File: config.mk
export PLATFORM = sky130hd
export DESIGN_NAME = lru_node_cache_tag_manager
export DESIGN_NICKNAME = d
export VERILOG_FILES = /design/src/rtl/lnctm_pkg.sv /design/src/rtl/lru_node_cache_tag_manager.sv
export VERILOG_INCLUDE_DIRS = /design/src /design/src/rtl
export SDC_FILE = /design/constraint.sdc
export NUM_CORES = 2
export LEC_CHECK = 0
export CORE_MARGIN = 5
export CORE_UTILIZATION = 25
export CTS_BUF_LIST = sky130_fd_sc_hd__clkbuf_4
export CTS_CLUSTER_DIAMETER = 150
export DETAILED_ROUTE_END_ITERATION = 6
export DONT_BUFFER_PORTS = 1
export MAX_ROUTING_LAYER = met4
export SYNTH_ARGS = -nofsm -noshare
export SYNTH_HDL_FRONTEND = slang
export SYNTH_SLANG_ARGS = --single-unit
File: constraint.sdc
create_clock -name clk -period 6.7 [get_ports clk]
set_clock_uncertainty 0.2 [all_clocks]
set_input_delay 0.67 -clock clk [delete_from_list [all_inputs] [get_ports clk]]
set_output_delay 0.67 -clock clk [all_outputs]
set_load 0.05 [all_outputs]
File: src/rtl/lru_node_cache_tag_manager_defines.svh
// assertion macros shared by the rtl
`ifndef LRU_NODE_CACHE_TAG_MANAGER_DEFINES_SVH
`define LRU_NODE_CACHE_TAG_MANAGER_DEFINES_SVH

// condition that holds at every clock edge out of reset
`define LNCTM_ALWAYS(name, cond, msg) \
    name: assert property (@(posedge clk) disable iff (!rst_n) (cond)) else $error(msg);

// condition that holds in the cycle after a trigger
`define LNCTM_NEXT(name, pre, post, msg) \
    name: assert property (@(posedge clk) disable iff (!rst_n) (pre) |=> (post)) \
        else $error(msg);

`endif

File: src/rtl/lnctm_pkg.sv
`default_nettype none

package lnctm_pkg;

    localparam int DEF_SLOTS       = 32;
    localparam int DEF_ID_WIDTH    = 16;
    localparam int DEF_STAMP_WIDTH = 32;

    localparam int CFG_ADDR_W = 3;
    localparam logic CFG_IDX_NODE_LIMIT = 1'b0;
    localparam logic [15:0] NODE_LIMIT_RESET = 16'hFFFF;

    typedef enum logic [2:0] {
        MODE_ACCESS      = 3'd0,
        MODE_MARK_DIRTY  = 3'd1,
        MODE_WRITE_BACK  = 3'd2,
        MODE_INVALIDATE  = 3'd3,
        MODE_SYNC        = 3'd4
    } mode_t;

    typedef enum logic [2:0] {
        STS_HIT         = 3'd0,
        STS_FILLED      = 3'd1,
        STS_FILL_FAILED = 3'd2,
        STS_REJECTED    = 3'd3,
        STS_ABSENT      = 3'd4,
        STS_WRITEBACK   = 3'd5,
        STS_SYNC_DONE   = 3'd6
    } status_t;

    typedef enum logic [3:0] {
        ST_IDLE,
        ST_SCAN,
        ST_RESULT,
        ST_WB_VICTIM,
        ST_FILL,
        ST_SYNC_SCAN,
        ST_SYNC_RD,
        ST_SYNC_WB,
        ST_SYNC_DONE
    } state_t;

    typedef struct packed {
        logic [2:0]  mode;
        logic [15:0] node_id;
        logic        fill_ok;
    } req_t;

    typedef struct packed {
        logic [2:0]  status;
        logic [4:0]  slot;
        logic [15:0] node_out;
        logic [5:0]  valid_count;
        logic [5:0]  dirty_count;
        logic        last;
    } rsp_t;

endpackage

`default_nettype wire

File: src/rtl/lru_node_cache_tag_manager.sv
`default_nettype none
// channel | role           | handshake                | payload
// req     | item in        | req_valid / req_stall    | mode, node_id, fill_ok
// rsp     | result out     | rsp_valid / rsp_stall    | status, slot, node_out, counts, last
// apb     | configuration  | psel penable pwrite      | node_limit at byte address 0
//
// one sequencer walks the slots through a single tag/stamp read port and compare unit
// lookup: accept, scan of every slot, 1 or 2 result beats; rejected items skip the scan
// sync: accept, scan, then per dirty slot a read and a writeback beat, then the done beat
// reset clears valid, dirty, counts and the stamp counter at once, no clearing pass
// a stalled rsp holds the sequencer in its result state; req is taken only when idle

module lru_node_cache_tag_manager #(
    parameter int SLOTS       = lnctm_pkg::DEF_SLOTS,
    parameter int ID_WIDTH    = lnctm_pkg::DEF_ID_WIDTH,
    parameter int STAMP_WIDTH = lnctm_pkg::DEF_STAMP_WIDTH
) (
    input  wire                               clk,
    input  wire                               rst_n,
    input  wire                               req_valid,
    output logic                              req_stall,
    input  lnctm_pkg::req_t                   req,
    output logic                              rsp_valid,
    input  wire                               rsp_stall,
    output lnctm_pkg::rsp_t                   rsp,
    input  wire                               psel,
    input  wire                               penable,
    input  wire                               pwrite,
    input  wire [lnctm_pkg::CFG_ADDR_W-1:0]   paddr,
    input  wire [31:0]                        pwdata,
    output logic [31:0]                       prdata,
    output logic                              pready
);
    import lnctm_pkg::*;

    localparam int IDX_W = $clog2(SLOTS);
    localparam int CNT_W = $clog2(SLOTS + 1);
    localparam logic [CNT_W-1:0] LAST_CNT = CNT_W'(SLOTS);

    // slot storage
    logic [ID_WIDTH-1:0]    tag_mem   [SLOTS];
    logic [STAMP_WIDTH-1:0] stamp_mem [SLOTS];
    logic [ID_WIDTH-1:0]    tag_q;
    logic [STAMP_WIDTH-1:0] stamp_q;
    logic [SLOTS-1:0]       valid_reg, valid_next;
    logic [SLOTS-1:0]       dirty_reg, dirty_next;
    logic [CNT_W-1:0]       vc_reg, vc_next;
    logic [CNT_W-1:0]       dc_reg, dc_next;
    logic [STAMP_WIDTH-1:0] stamp_cnt_reg;

    // current item
    state_t                 state_reg, state_next;
    logic [2:0]             mode_reg, mode_next;
    logic [ID_WIDTH-1:0]    id_reg, id_next;
    logic                   fill_ok_reg, fill_ok_next;
    logic                   rej_reg, rej_next;
    logic [CNT_W-1:0]       cnt_reg, cnt_next;

    // scan results
    logic                   found_reg, found_next;
    logic [IDX_W-1:0]       hit_idx_reg, hit_idx_next;
    logic                   empty_found_reg, empty_found_next;
    logic [IDX_W-1:0]       empty_idx_reg, empty_idx_next;
    logic [IDX_W-1:0]       min_idx_reg, min_idx_next;
    logic [STAMP_WIDTH-1:0] min_stamp_reg, min_stamp_next;
    logic [ID_WIDTH-1:0]    min_tag_reg, min_tag_next;

    // result buffer
    logic                   ov_reg;
    rsp_t                   rsp_reg;

    logic [15:0]            limit_reg;

    // sequencer outputs
    logic [IDX_W-1:0]       rd_addr;
    logic [IDX_W-1:0]       eval_idx;
    logic [CNT_W-1:0]       cnt_m1;
    logic [IDX_W-1:0]       victim_idx;
    logic                   out_free;
    logic                   emit;
    rsp_t                   res;
    logic                   touch_en;
    logic [IDX_W-1:0]       touch_idx;
    logic                   tag_we;
    logic [ID_WIDTH-1:0]    req_id;
    logic                   req_id_ok;
    logic                   req_rej;

    assign out_free   = !ov_reg || !rsp_stall;
    assign victim_idx = empty_found_reg ? empty_idx_reg : min_idx_reg;
    assign cnt_m1     = cnt_reg - 1'b1;
    assign eval_idx   = cnt_m1[IDX_W-1:0];
    assign rd_addr    = (cnt_reg < LAST_CNT) ? cnt_reg[IDX_W-1:0] : '0;

    // id rules checked when the beat is taken
    assign req_id    = ID_WIDTH'(req.node_id);
    assign req_id_ok = (req_id != '0) && (32'(req_id) < 32'(limit_reg));
    assign req_rej   = (((req.mode == MODE_ACCESS) || (req.mode == MODE_WRITE_BACK))
                        && !req_id_ok) || (req.mode > MODE_SYNC);

    assign req_stall = (state_reg != ST_IDLE);
    assign rsp_valid = ov_reg;
    assign rsp       = rsp_reg;
    assign pready    = 1'b1;
    assign prdata    = (paddr[2] == CFG_IDX_NODE_LIMIT) ? {16'b0, limit_reg} : 32'b0;

    always_comb
    begin
        state_next       = state_reg;
        mode_next        = mode_reg;
        id_next          = id_reg;
        fill_ok_next     = fill_ok_reg;
        rej_next         = rej_reg;
        cnt_next         = cnt_reg;
        found_next       = found_reg;
        hit_idx_next     = hit_idx_reg;
        empty_found_next = empty_found_reg;
        empty_idx_next   = empty_idx_reg;
        min_idx_next     = min_idx_reg;
        min_stamp_next   = min_stamp_reg;
        min_tag_next     = min_tag_reg;
        valid_next       = valid_reg;
        dirty_next       = dirty_reg;
        vc_next          = vc_reg;
        dc_next          = dc_reg;
        emit             = 1'b0;
        res              = '0;
        touch_en         = 1'b0;
        touch_idx        = hit_idx_reg;
        tag_we           = 1'b0;

        unique case (state_reg)
            ST_IDLE:
            begin
                if (req_valid)
                begin
                    mode_next        = req.mode;
                    id_next          = req_id;
                    fill_ok_next     = req.fill_ok;
                    cnt_next         = '0;
                    found_next       = 1'b0;
                    empty_found_next = 1'b0;
                    rej_next         = req_rej;
                    if (req_rej)
                        state_next = ST_RESULT;
                    else if (req.mode == MODE_SYNC)
                        state_next = ST_SYNC_SCAN;
                    else
                        state_next = ST_SCAN;
                end
            end

            ST_SCAN:
            begin
                // data of slot cnt-1 arrives while slot cnt is read
                if (cnt_reg != '0)
                begin
                    if (valid_reg[eval_idx] && (tag_q == id_reg) && (id_reg != '0)
                        && !found_reg)
                    begin
                        found_next   = 1'b1;
                        hit_idx_next = eval_idx;
                    end
                    if (!valid_reg[eval_idx] && !empty_found_reg)
                    begin
                        empty_found_next = 1'b1;
                        empty_idx_next   = eval_idx;
                    end
                    if ((eval_idx == '0) || (stamp_q < min_stamp_reg))
                    begin
                        min_idx_next   = eval_idx;
                        min_stamp_next = stamp_q;
                        min_tag_next   = tag_q;
                    end
                end
                if (cnt_reg == LAST_CNT)
                begin
                    if ((mode_reg != MODE_ACCESS) || found_next)
                        state_next = ST_RESULT;
                    else if (!empty_found_next && dirty_reg[min_idx_next])
                        state_next = ST_WB_VICTIM;
                    else
                        state_next = ST_FILL;
                end
                else
                begin
                    cnt_next = cnt_reg + 1'b1;
                end
            end

            ST_RESULT:
            begin
                if (out_free)
                begin
                    emit         = 1'b1;
                    res.node_out = 16'(id_reg);
                    res.last     = 1'b1;
                    state_next   = ST_IDLE;
                    rej_next     = 1'b0;
                    if (rej_reg)
                        res.status = STS_REJECTED;
                    else if (!found_reg)
                        res.status = STS_ABSENT;
                    else
                    begin
                        res.slot = 5'(hit_idx_reg);
                        touch_en = 1'b1;
                        case (mode_reg)
                            MODE_MARK_DIRTY:
                            begin
                                res.status = STS_HIT;
                                dirty_next[hit_idx_reg] = 1'b1;
                                if (!dirty_reg[hit_idx_reg])
                                    dc_next = dc_reg + 1'b1;
                            end
                            MODE_WRITE_BACK:
                            begin
                                res.status = STS_WRITEBACK;
                                dirty_next[hit_idx_reg] = 1'b0;
                                if (dirty_reg[hit_idx_reg])
                                    dc_next = dc_reg - 1'b1;
                            end
                            MODE_INVALIDATE:
                            begin
                                // emptied without writeback
                                res.status = STS_HIT;
                                valid_next[hit_idx_reg] = 1'b0;
                                dirty_next[hit_idx_reg] = 1'b0;
                                vc_next = vc_reg - 1'b1;
                                if (dirty_reg[hit_idx_reg])
                                    dc_next = dc_reg - 1'b1;
                            end
                            default:
                            begin
                                res.status = STS_HIT;
                            end
                        endcase
                    end
                end
            end

            ST_WB_VICTIM:
            begin
                if (out_free)
                begin
                    emit         = 1'b1;
                    res.status   = STS_WRITEBACK;
                    res.slot     = 5'(min_idx_reg);
                    res.node_out = 16'(min_tag_reg);
                    touch_en     = 1'b1;
                    touch_idx    = min_idx_reg;
                    dirty_next[min_idx_reg] = 1'b0;
                    dc_next      = dc_reg - 1'b1;
                    state_next   = ST_FILL;
                end
            end

            ST_FILL:
            begin
                if (out_free)
                begin
                    emit         = 1'b1;
                    res.slot     = 5'(victim_idx);
                    res.node_out = 16'(id_reg);
                    res.last     = 1'b1;
                    dirty_next[victim_idx] = 1'b0;
                    if (dirty_reg[victim_idx])
                        dc_next = dc_reg - 1'b1;
                    if (fill_ok_reg)
                    begin
                        res.status = STS_FILLED;
                        tag_we     = 1'b1;
                        touch_en   = 1'b1;
                        touch_idx  = victim_idx;
                        valid_next[victim_idx] = 1'b1;
                        if (!valid_reg[victim_idx])
                            vc_next = vc_reg + 1'b1;
                    end
                    else
                    begin
                        // payload already overwritten, slot left empty
                        res.status = STS_FILL_FAILED;
                        valid_next[victim_idx] = 1'b0;
                        if (valid_reg[victim_idx])
                            vc_next = vc_reg - 1'b1;
                    end
                    state_next = ST_IDLE;
                end
            end

            ST_SYNC_SCAN:
            begin
                if (cnt_reg == LAST_CNT)
                    state_next = ST_SYNC_DONE;
                else if (valid_reg[rd_addr] && dirty_reg[rd_addr])
                    state_next = ST_SYNC_RD;
                else
                    cnt_next = cnt_reg + 1'b1;
            end

            ST_SYNC_RD:
            begin
                state_next = ST_SYNC_WB;
            end

            ST_SYNC_WB:
            begin
                if (out_free)
                begin
                    emit         = 1'b1;
                    res.status   = STS_WRITEBACK;
                    res.slot     = 5'(rd_addr);
                    res.node_out = 16'(tag_q);
                    touch_en     = 1'b1;
                    touch_idx    = rd_addr;
                    dirty_next[rd_addr] = 1'b0;
                    dc_next      = dc_reg - 1'b1;
                    cnt_next     = cnt_reg + 1'b1;
                    state_next   = ST_SYNC_SCAN;
                end
            end

            ST_SYNC_DONE:
            begin
                if (out_free)
                begin
                    emit       = 1'b1;
                    res.status = STS_SYNC_DONE;
                    res.last   = 1'b1;
                    state_next = ST_IDLE;
                end
            end

            default:
            begin
                state_next = ST_IDLE;
            end
        endcase

        // counts reported after this beat's update
        res.valid_count = 6'(vc_next);
        res.dirty_count = 6'(dc_next);
    end

    always_ff @(posedge clk or negedge rst_n)
    begin
        if (!rst_n)
        begin
            state_reg     <= ST_IDLE;
            valid_reg     <= '0;
            dirty_reg     <= '0;
            vc_reg        <= '0;
            dc_reg        <= '0;
            stamp_cnt_reg <= '0;
            ov_reg        <= 1'b0;
            rej_reg       <= 1'b0;
            limit_reg     <= NODE_LIMIT_RESET;
        end
        else
        begin
            state_reg <= state_next;
            valid_reg <= valid_next;
            dirty_reg <= dirty_next;
            vc_reg    <= vc_next;
            dc_reg    <= dc_next;
            rej_reg   <= rej_next;
            if (touch_en)
                stamp_cnt_reg <= stamp_cnt_reg + 1'b1;
            if (emit)
                ov_reg <= 1'b1;
            else if (!rsp_stall)
                ov_reg <= 1'b0;
            if (psel && penable && pwrite && (paddr[2] == CFG_IDX_NODE_LIMIT))
                limit_reg <= pwdata[15:0];
        end
    end

    always_ff @(posedge clk)
    begin
        mode_reg        <= mode_next;
        id_reg          <= id_next;
        fill_ok_reg     <= fill_ok_next;
        cnt_reg         <= cnt_next;
        found_reg       <= found_next;
        hit_idx_reg     <= hit_idx_next;
        empty_found_reg <= empty_found_next;
        empty_idx_reg   <= empty_idx_next;
        min_idx_reg     <= min_idx_next;
        min_stamp_reg   <= min_stamp_next;
        min_tag_reg     <= min_tag_next;
        if (emit)
            rsp_reg <= res;
    end

    // tag store, one write and one registered read
    always_ff @(posedge clk)
    begin
        if (tag_we)
            tag_mem[victim_idx] <= id_reg;
        tag_q <= tag_mem[rd_addr];
    end

    // stamp store, written on every touch
    always_ff @(posedge clk)
    begin
        if (touch_en)
            stamp_mem[touch_idx] <= stamp_cnt_reg + 1'b1;
        stamp_q <= stamp_mem[rd_addr];
    end

`include "lru_node_cache_tag_manager_defines.svh"

    `LNCTM_ALWAYS(a_dirty_only_occupied, (dirty_reg & ~valid_reg) == '0, "dirty empty slot")
    `LNCTM_ALWAYS(a_valid_count, vc_reg == CNT_W'($countones(valid_reg)), "valid count off")
    `LNCTM_ALWAYS(a_dirty_count, dc_reg == CNT_W'($countones(dirty_reg)), "dirty count off")
    `LNCTM_NEXT(a_take_busy, req_valid && !req_stall, state_reg != ST_IDLE, "taken but idle")

endmodule

`default_nettype wire
==> Implementation_results.wiki <==
{| class="wikitable"
! Metric !! Value
|-
| Placeable Area || 294000 µm²
|-
| Max layer used || met4
|-
| Critical path class || flip-flop to flip-flop
|-
| Flip-flop count of the largest register, all copies and words added || 1024
|-
| Fraction of the cycle the final worst path needs || 0.789
|-
| Worst hold slack || 0.183 ns
|-
| Endpoint arrival time on the critical path || a little over 6 ns
|-
| Clock Pin Slew Worst Setup and Hold Paths || 0.07 ns
|-
| Flip-flop and latch count after synthesis || approximately 1800
|-
| Critical path required time || 7.45 ns
|-
| Overflow after GRT || 0
|-
| Worst-Skew Late Latency || 1.38 ns
|-
| H-tree depth || 5
|-
| Maximum number of pins on one net before global-route repair || between 150 and 200
|-
| Layout cell share with drive strength beyond 1 || 0.199
|-
| Sequential share of the synthesized area || 0.733
|-
| Total number of yosys warnings || 0
|-
| Yosys top cell area share || 0.676
|-
| Die Span Y || 554 µm
|-
| Post-Synthesis Cell Area || roughly 74000 µm²
|-
| Number of design-rule violations left by the first detailed-router iteration || approximately 5700
|-
| Final GP Congestion || 0.939
|-
| Commonest register cell after synthesis || edfxtp_1
|-
| TritonCTS clock tree || done
|-
| DRC viols || 1
|-
| CP cell instances || nor2_1, nand3b_1, nand2_1, nand2_1, a221oi_1, and2_1, nand2_1, nor2_4, buf_4
|-
| I/O pin count || 134
|-
| Starting Density || 0.251
|-
| Max clock buf depth || 4
|-
| Number of sinks on the clock net || 1842
|-
| Hold crit path type || input pin to flip-flop
|-
| Number of core rows || 199
|-
| Global-route usage over all layers || 0.145
|-
| Detailed-route wire length || 227000 µm
|-
| Vias in the first global route || 47600
|-
| Crit path launch type || flip-flop
|-
| Max incr delay on CP || 0.91 ns
|-
| Max FO, Critical Path || 19
|-
| Mean Syn Cell Area || 15.5 µm²
|-
| Area enclosed by the die boundary || roughly 310000 µm²
|-
| Multi-input logic area || around 19000 µm²
|-
| Number of filler instances in the final layout || just under 30000
|-
| Result of the run || complete, but fails checks
|-
| Length of the first detailed-routing pass in iterations || 7
|-
| Chip Width || 554 µm
|-
| Worst slew margin || 0.109
|-
| Worst setup path start || state_reg[0]$_DFFE_PN0P_
|-
| Post-synthesis cell type count || 96
|-
| Ys async rst share || 0.0706
|-
| Remaining antenna violation count || 0
|-
| Power density over cell area || 416 nW/µm²
|-
| Tightest Pin Transition || approximately 1.3 ns
|-
| Antenna violations before repair || 9
|-
| Via-to-Cell Ratio || 5.13
|-
| RSZ-0062 raised after global routing || no
|-
| Maximum capacitance violations || 0
|-
| Kind of capture point of the worst setup path || flip-flop
|-
| Count of endpoints failing hold in the final timing report || 0
|-
| Design Power || 35.9 mW
|-
| Global-route wire length before repair || 328000 µm
|-
| Violated checks || DRC
|-
| Share of the core filled with cells in the final layout || 0.293
|-
| Cell at the slowest stage of the critical path || nor2_4
|-
| Routed length per instance || around 24 µm
|-
| Root buffer cell || clkbuf_4
|-
| Post CTS Setup Buffer Count || 0
|-
| Final number of setup-violating endpoints || 0
|-
| Leakage Power || 27.1 nW
|-
| R2R Path Start || state_reg[0]$_DFFE_PN0P_
|-
| Cell type contributing the most total cell area after synthesis || edfxtp_1
|-
| Met2 wire length || 108000 µm
|-
| Routed metal-1 wire length || 91700 µm
|-
| HPWL after detailed placement || 126000 µm
|-
| VDD IR-drop max || 0.473 mV
|-
| Count of port buffers added during placement || 0
|-
| Most common cell on crit path || nand2_1
|-
| Start point of the worst min-delay path || req[19]
|-
| Minimum clock period after layout || 5.28 ns
|-
| Syn-to-layout area delta || 16.7%
|-
| Mapped Cells || approximately 4800
|-
| Number of buffers created by CTS || 460
|-
| Post-synth EDFFs || roughly 1700
|-
| Ranking of synthesized cells by area || edfxtp_1, a221oi_1, a22o_1
|-
| Area occupied by registers || roughly 54000 µm²
|-
| Met3 WL post-DR || 19600 µm
|-
| Setup TNS || 0 ns
|-
| Final-stage net count || around 5300
|-
| Number of pins with negative max-slew slack in the final report || 0
|-
| Highest clock rate || between 150 and 200 MHz
|-
| Number of vias in the routed layout || 48400
|}
[cells in the mapped netlist, drive strengths merged (15+ instances only)]
cell type / count
dfstp: 16
a21oi: 120
nor4: 21
o21ai: 201
o22ai: 208
nand3: 58
mux4: 34
nor2b: 21
buf: 58
clkbuf: 298
mux2i: 37
nand2: 207
dfxtp: 48
nor2: 235
edfxtp: 1664
inv: 72
mux2: 25
xor2: 43
a211oi: 19
xnor2: 59
nand2b: 15
a221oi: 393
dfrtp: 114
a22o: 385
or4: 47
nand4: 26
a31oi: 42
nor3: 50
or3: 17
a22oi: 16
ha: 55
[power breakdown]
group	leakage, nW	internal, mW	switching, mW	total [mW]
combinational	7.81	4.02	7.81	11.8
sequential	15.9	13.8	1.10	14.9
clock	3.43	4.78	4.41	9.19
[metrics by stage]
stage          area (µm²)  setup slack, ns  std cells
4_1_cts             86200             1.56       9420
3_5_place_dp        79700             1.61       8541
3_3_place_gp        79700             1.62       8541
6_report            86300             1.42       9433
2_1_floorplan       74000            0.738       4795
5_1_grt             86300             1.07       9430
[cell usage in the layout, fill, tap and decap left out, drive strengths merged, types with 114 or more instances in the layout]
| cell type | instances |
|---|---|
| a21oi | 120 |
| nand2 | 207 |
| a221oi | 393 |
| o21ai | 201 |
| buf | 188 |
| o22ai | 208 |
| a22o | 385 |
| dfrtp | 114 |
| clkbuf | 690 |
| edfxtp | 1664 |
| nor2 | 235 |
[routing by layer]
| layer | vias up | GRT usage |
|---|---|---|
| li1 | 20600 | - |
| met1 | 24600 | 0.184 |
| met2 | 2687 | 0.230 |
| met3 | 508 | 0.0287 |
| met4 | 0 | 0.0561 |
| met5 | - | - |
[critical path, delay by kind of cell, from the launching register on]
family	cells	cell delay, ns
DFF	1	0.59
buffers and inverters	1	0.34
and+or+nand+nor	7	2.94
AOI/OAI and AO/OA	1	0.83
[cells by family after synthesis]
logic type,synth area share
AO/OA/AOI/OAI,0.154
XOR/XNOR,0.0123
adder cells (fa/ha/maj),0.00931
buffers and inverters,0.0234
flip-flops,0.733
multiplexers,0.0193
other,0.000102
AND/OR/NAND/NOR,0.0490
[what timing repair did]
action | CTS | global route
hold endpoints to repair | 242 | 0
hold buffers | 78 | 0
resized for setup | 0 | 0
[final timing paths]
kind / end / cells after the start / slack [ns]
min in group asynchronous: stamp_cnt_reg[13]$_DFFE_PN0P_ / 4 / 0.41
setup reg to reg: stamp_mem[10][18]$_DFFE_PP_ / 9 / 1.42
max in group asynchronous: state_reg[2]$_DFFE_PN0P_ / 4 / 4.92
hold reg to reg: min_stamp_reg[0]$_DFFE_PP_ / 0 / 0.24
hold / removal: mode_reg[2]$_DFFE_PP_ / 1 / 0.18
setup / recovery: stamp_mem[10][18]$_DFFE_PP_ / 9 / 1.42
[layout make-up]
type	count	share of cell area
inverters	74	0.00322
well taps	3919	0.0568
repair buffers	264	0.0288
clock inverters	111	0.00608
clock buffers	690	0.0600
diodes	10	0.000290
multi-input cells	2523	0.216
flip-flops and latches	1842	0.628
No activity file was read; power rests on OpenSTA's default activity.
